==> src/design/obcc_pkg.sv <==
// types and constants of the oriented box corner contact unit
// no dependencies
`default_nettype none
package obcc_pkg;

    localparam int AW  = 40;        // multiplier operand a and corner coordinates
    localparam int BW  = 16;        // axis width, Q1.14
    localparam int PW  = AW + BW;   // product width
    localparam int ACW = PW + 2;    // accumulator width
    localparam int RW  = ACW - 14;  // rounded accumulator width
    localparam int SW  = 40;        // contact sum width
    localparam int PNW = 31;        // penetration width

    localparam int CORNER_STEPS = 14;
    localparam int FINAL_STEPS  = 7;
    localparam int PEN_STEPS    = 4;
    localparam int DIV_STEPS    = AW;

    localparam logic [1:0] ACT_LOAD  = 2'd0;
    localparam logic [1:0] ACT_TEST  = 2'd1;
    localparam logic [1:0] ACT_CLEAR = 2'd2;

    typedef enum logic [2:0] {A_X, A_Y, A_RX, A_RY, A_LX, A_LY} t_asel;
    typedef enum logic [1:0] {B_C, B_S, B_RC, B_RS} t_bsel;
    typedef enum logic [1:0] {ACC_NONE, ACC_LOAD, ACC_ADD, ACC_SUB} t_accop;
    typedef enum logic [2:0] {WB_NONE, WB_RX, WB_RY, WB_QX, WB_QY, WB_SX, WB_SY} t_wb;

    typedef struct packed {
        logic       capture;
        logic [1:0] corner;
        t_asel      asel;
        t_bsel      bsel;
        t_accop     accop;
        t_wb        wb;
        logic       bound_upd;
        logic       bound_first;
        logic       div_start;
        logic       div_step;
        logic       div_fin;
        logic       cnt_inc;
        logic       pen_try;
        logic [1:0] pen_idx;
    } t_cmd;

    typedef struct packed {
        logic test_ok;
    } t_stat;

endpackage
`default_nettype wire

==> src/design/obcc_ctrl.sv <==
// sequencer of the contact unit: handshakes and datapath commands
// depends on obcc_pkg
`default_nettype none
module obcc_ctrl
    import obcc_pkg::*;
(
    input  wire logic       i_clk,
    input  wire logic       i_rst_n,
    input  wire logic       i_valid,
    input  wire logic [1:0] i_action,
    output logic            o_stall,
    output logic            o_valid,
    input  wire logic       i_stall,
    input  wire t_stat      i_stat,
    output t_cmd            o_cmd
);

    localparam logic [2:0] ST_IDLE   = 3'd0;
    localparam logic [2:0] ST_CORNER = 3'd1;
    localparam logic [2:0] ST_CHECK  = 3'd2;
    localparam logic [2:0] ST_DIV    = 3'd3;
    localparam logic [2:0] ST_DFIN   = 3'd4;
    localparam logic [2:0] ST_FINAL  = 3'd5;
    localparam logic [2:0] ST_PEN    = 3'd6;
    localparam logic [2:0] ST_OUT    = 3'd7;

    logic [2:0] r_state, n_state;
    logic [5:0] r_cnt, n_cnt;
    logic [1:0] r_corner, n_corner;

    always_ff @(posedge i_clk) begin
        if (!i_rst_n) begin
            r_state  <= ST_IDLE;
            r_cnt    <= '0;
            r_corner <= '0;
        end else begin
            r_state  <= n_state;
            r_cnt    <= n_cnt;
            r_corner <= n_corner;
        end
    end

    assign o_stall = (r_state != ST_IDLE);
    assign o_valid = (r_state == ST_OUT);

    always_comb begin
        n_state  = r_state;
        n_cnt    = r_cnt;
        n_corner = r_corner;
        o_cmd    = '0;
        o_cmd.corner = r_corner;
        unique case (r_state)
            ST_IDLE: begin
                if (i_valid) begin
                    o_cmd.capture = 1'b1;
                    n_cnt    = '0;
                    n_corner = '0;
                    n_state  = (i_action == ACT_TEST) ? ST_CORNER : ST_OUT;
                end
            end
            ST_CORNER: begin
                // one corner: offset, reference frame, bounds
                unique case (r_cnt[3:0])
                    4'd0:  begin o_cmd.asel = A_X; o_cmd.bsel = B_C; end
                    4'd1:  begin
                        o_cmd.asel = A_Y; o_cmd.bsel = B_S; o_cmd.accop = ACC_LOAD;
                    end
                    4'd2:  o_cmd.accop = ACC_SUB;
                    4'd3:  begin
                        o_cmd.wb = WB_RX; o_cmd.asel = A_X; o_cmd.bsel = B_S;
                    end
                    4'd4:  begin
                        o_cmd.asel = A_Y; o_cmd.bsel = B_C; o_cmd.accop = ACC_LOAD;
                    end
                    4'd5:  o_cmd.accop = ACC_ADD;
                    4'd6:  begin
                        o_cmd.wb = WB_RY; o_cmd.asel = A_RX; o_cmd.bsel = B_RC;
                    end
                    4'd7:  begin
                        o_cmd.asel = A_RY; o_cmd.bsel = B_RS; o_cmd.accop = ACC_LOAD;
                    end
                    4'd8:  o_cmd.accop = ACC_ADD;
                    4'd9:  begin
                        o_cmd.wb = WB_QX; o_cmd.asel = A_RY; o_cmd.bsel = B_RC;
                    end
                    4'd10: begin
                        o_cmd.asel = A_RX; o_cmd.bsel = B_RS; o_cmd.accop = ACC_LOAD;
                    end
                    4'd11: o_cmd.accop = ACC_SUB;
                    4'd12: o_cmd.wb = WB_QY;
                    default: begin
                        o_cmd.bound_upd   = 1'b1;
                        o_cmd.bound_first = (r_corner == 2'd0);
                    end
                endcase
                if (r_cnt == 6'(CORNER_STEPS - 1)) begin
                    n_cnt = '0;
                    if (r_corner == 2'd3) begin
                        n_state = ST_CHECK;
                    end else begin
                        n_corner = r_corner + 2'd1;
                    end
                end else begin
                    n_cnt = r_cnt + 6'd1;
                end
            end
            ST_CHECK: begin
                if (i_stat.test_ok) begin
                    o_cmd.div_start = 1'b1;
                    n_cnt   = '0;
                    n_state = ST_DIV;
                end else begin
                    n_state = ST_OUT;
                end
            end
            ST_DIV: begin
                o_cmd.div_step = 1'b1;
                if (r_cnt == 6'(DIV_STEPS - 1)) begin
                    n_state = ST_DFIN;
                end else begin
                    n_cnt = r_cnt + 6'd1;
                end
            end
            ST_DFIN: begin
                o_cmd.div_fin = 1'b1;
                n_cnt   = '0;
                n_state = ST_FINAL;
            end
            ST_FINAL: begin
                // mean inside corner back to world frame
                unique case (r_cnt[2:0])
                    3'd0: begin o_cmd.asel = A_LX; o_cmd.bsel = B_RC; end
                    3'd1: begin
                        o_cmd.asel = A_LY; o_cmd.bsel = B_RS; o_cmd.accop = ACC_LOAD;
                    end
                    3'd2: o_cmd.accop = ACC_SUB;
                    3'd3: begin
                        o_cmd.wb = WB_SX; o_cmd.asel = A_LX; o_cmd.bsel = B_RS;
                        o_cmd.cnt_inc = 1'b1;
                    end
                    3'd4: begin
                        o_cmd.asel = A_LY; o_cmd.bsel = B_RC; o_cmd.accop = ACC_LOAD;
                    end
                    3'd5: o_cmd.accop = ACC_ADD;
                    default: o_cmd.wb = WB_SY;
                endcase
                if (r_cnt == 6'(FINAL_STEPS - 1)) begin
                    n_cnt   = '0;
                    n_state = ST_PEN;
                end else begin
                    n_cnt = r_cnt + 6'd1;
                end
            end
            ST_PEN: begin
                o_cmd.pen_try = 1'b1;
                o_cmd.pen_idx = r_cnt[1:0];
                if (r_cnt == 6'(PEN_STEPS - 1)) begin
                    n_state = ST_OUT;
                end else begin
                    n_cnt = r_cnt + 6'd1;
                end
            end
            default: begin
                if (!i_stall) begin
                    n_state = ST_IDLE;
                end
            end
        endcase
    end

endmodule
`default_nettype wire

==> config.mk <==
export PLATFORM = sky130hd
export DESIGN_NAME = obcc_ctrl
export DESIGN_NICKNAME = d
export VERILOG_FILES = /design/src/design/obcc_pkg.sv /design/src/design/obcc_ctrl.sv
export SDC_FILE = /design/constraint.sdc
export NUM_CORES = 1
export LEC_CHECK = 0
export ABC_CLOCK_PERIOD_IN_PS = 4750
export BUFFER_PORTS_ARGS = -buffer_cell sky130_fd_sc_hd__buf_2
export CAP_MARGIN = 15
export CORE_MARGIN = 4
export CORE_UTILIZATION = 30
export CTS_BUF_LIST = sky130_fd_sc_hd__clkbuf_2
export CTS_CLUSTER_SIZE = 14
export DETAILED_ROUTE_END_ITERATION = 8
export GPL_ROUTABILITY_DRIVEN = 0
export MAX_ROUTING_LAYER = met4
export PLACE_DENSITY = 0.53
export SETUP_SLACK_MARGIN = 0.2
export SYNTH_ARGS = -nofsm -noshare
export SYNTH_HDL_FRONTEND = slang
export SYNTH_SLANG_ARGS = --single-unit
==> constraint.sdc <==
create_clock -name i_clk -period 4.75 [get_ports i_clk]
set_input_delay 0.95 -clock i_clk [delete_from_list [all_inputs] [get_ports i_clk]]
set_output_delay 0.95 -clock i_clk [all_outputs]
set_load 0.01 [all_outputs]
==> qor.csv <==
metric;value;unit
wl_per_cell;14.21;microns
synth-edff-count;0;
p_clk_frac;0.105;
yosysWarnings;0;
finalCriticalPeriod;3090;ps
ant_nets;0;
die_h;71.74;microns
cellPowerDensity;374.6;nW/um^2
status;finished, final reports clean;
synth.area.top_cells;dfxtp_1 (18%), ha_1 (7.2%), nand2_1 (6.8%);
worst_setup_path_start_kind;flip-flop;
antenna_found_initial;0;
row_count;22;
cap_violations;0;
pwr-share-comb;0.574;
synth_fp_nets;183;
drv_slew;0;
crit_type;reg -> out;
synth_compound_gate_area_share;0.3131;
drc;0;
die_area;5146;sq um
cp_cell_sequence;inv_1 > nand2_1 > a21oi_1 > or2_2 > buf_2;
holdCritPathClass;reg -> reg;
yosys.area_share.simple;0.3193;
skew;8.041;ps
p_seq_frac;0.321;
clk_path_buf_depth;2;
synth_top_family_by_area;simple AND/OR/NAND/NOR gates;
cts_resized;0;
initial_core_util;0.3208;
dpl_cell_area;1379;sq um
synthArstFlopShare;0;
clock_sinks;11;
synth_xor_area_frac;0.007187;
slew_headroom;0.4840;
max_stage_delay;840;ps
yosysTopAreaCellShare;0.1807;
instances_no_fill;241;
numCtsBuffers;3;
holdBufCountCts;0;
drt-pass1-iter-count;4;
area_growth;14.78;%
fin_area;1399;sq um
total_power;0.5240;mW
numPortBuffers;30;
synth_ff_type;dfxtp_1;
final_common_cell;buf_2;
cts_tree;yes;
clk_pin_slew;120;ps
fin_hold_ws;586.3;ps
clk_latency;260;ps
leakagePower;0.6217;nW
rsz0062_at_grt;false;
arrival;2140;ps
p_switching;0.2742;mW
max_freq;323.6;MHz
min_period_over_period;0.6505;
finalHoldViolations;0;
netlist_area;1219;sq um
layout.cells.most_common_list;buf_2 (30), nand2_1 (22), nor2_1 (14);
final_nets;208;
grt.overflow.total;0;
netSwitchingFraction;0.5232;
synthMuxAreaShare;0.02669;
vdd_drop_max;0.0001305;V
dp.cells;237;
drive_gt1_frac;0.2539;
grt_max_degree;23;
dpl.hpwl;2586;microns
crit_family;flip-flops;
end_kind;output pin;
cts-root-buf;clkbuf_2;
io_pins;31;
crit_fanout;22;
vias;1286;
worstMarginPinSlew;772.9;ps
cp_num_buf_inv;2;
core_region_area;3799;sq um
htreeDepth;1;
drt_wl_total;3424;microns
critPathRequiredTime;3800;ps
synthCells;169;
ys_ff_latch;11;
grt_pass1_vias;1126;
tns;0;ps
yosysTopAreaCell;dfxtp_1;
grt_first_pass_wirelength;5616;microns
critPathSlowestCell;dfxtp_1;
finalSetupViolCount;0;
grt_util_all_layers;0.1365;
synth_area_per_cell;7.211;sq um
synth_fa_ha_area_frac;0.07187;
die_w;71.74;microns
cts_setup_buffers;0;
p_int;0.2499;mW
num_antenna_cells;0;
ys_types;49;
seq_area_frac_synth;0.1807;
avgViaCountPerCell;5.336;
drtIter0Drc;132;
metal layers:
layer  share of wire  track usage  vias up
li1                -            -      655
met1            0.53       0.2052      591
met2            0.41       0.1878       38
met3           0.051      0.01683        2
met4          0.0047      0.03758        0
met5               0            -        -
final cells by class:
type,instances,area (sq um)
Fill cell,423,2400
Multi-Input combinational cell,135,899.6
Sequential cell,11,220.2
Timing Repair Buffer,30,150.1
Tap cell,48,60.06
Inverter,13,48.80
Clock buffer,4,20.02
flip-flops by register name, indices dropped and copies added, names as in the netlist:
register  flops
r_state       3
r_cnt         6
r_corner      2
worst paths after layout:
path                                              start               endpoint  slack [ps]  cells after the start
worst max-delay path            r_state[2]$_SDFFE_PN0P_              o_cmd[15]        1660                      5
worst max register to register  r_state[2]$_SDFFE_PN0P_  r_cnt[3]$_SDFFE_PN0P_        2570                      5
worst min-delay path              r_cnt[0]$_SDFFE_PN0P_  r_cnt[0]$_SDFFE_PN0P_         590                      2
worst min register to register    r_cnt[0]$_SDFFE_PN0P_  r_cnt[0]$_SDFFE_PN0P_         590                      2
stage by stage:
step           utilization  setup WS, ps
2_1_floorplan            -          2300
3_5_place_dp        0.3630          1973
3_3_place_gp        0.3630          1900
4_1_cts             0.3682          1657
6_report            0.3682          1660
5_1_grt             0.3682          1485
power by group through the flow:
stage               combinational [mW]  sequential [mW]  clock, mW
global placement                 0.306            0.172          0
CTS                              0.301            0.167     0.0575
global route                     0.338            0.174     0.0608
detailed placement               0.299            0.169          0
finish                           0.301            0.168     0.0548
floorplan                        0.261            0.122          0
worst register-to-register path, cell delays in order, from the launching register on:
cell and delay [ps]:
dfxtp_1 840, inv_1 280, o2111a_1 230, a221oi_4 400, a2bb2oi_1 250, o41ai_2 90
cells in the mapped netlist (2+ instances only):
| cell type | count |
|---|---|
| o32ai_1 | 2 |
| ha_1 | 7 |
| o41ai_2 | 2 |
| nand2_1 | 22 |
| buf_4 | 2 |
| and3_1 | 2 |
| a21oi_1 | 12 |
| o22ai_1 | 4 |
| a31oi_1 | 2 |
| o32ai_2 | 2 |
| clkbuf_1 | 3 |
| and2_1 | 2 |
| o21ai_0 | 11 |
| a211oi_1 | 3 |
| mux2_2 | 2 |
| buf_2 | 4 |
| nor2b_1 | 9 |
| dfxtp_1 | 11 |
| nor2_1 | 14 |
| nor3_1 | 13 |
| inv_1 | 12 |
cell families (layout without fill, tap and decap cells):
logic type               count (synthesis)  in the layout
XOR/XNOR                                 1              1
AND/OR/NAND/NOR                         74             74
adder cells (fa/ha/maj)                  7              7
flip-flops                              11             11
buffers and inverters                   23             47
multiplexers                             3              3
AO/OA/AOI/OAI                           50             50
(Power assumes the default switching activity.)
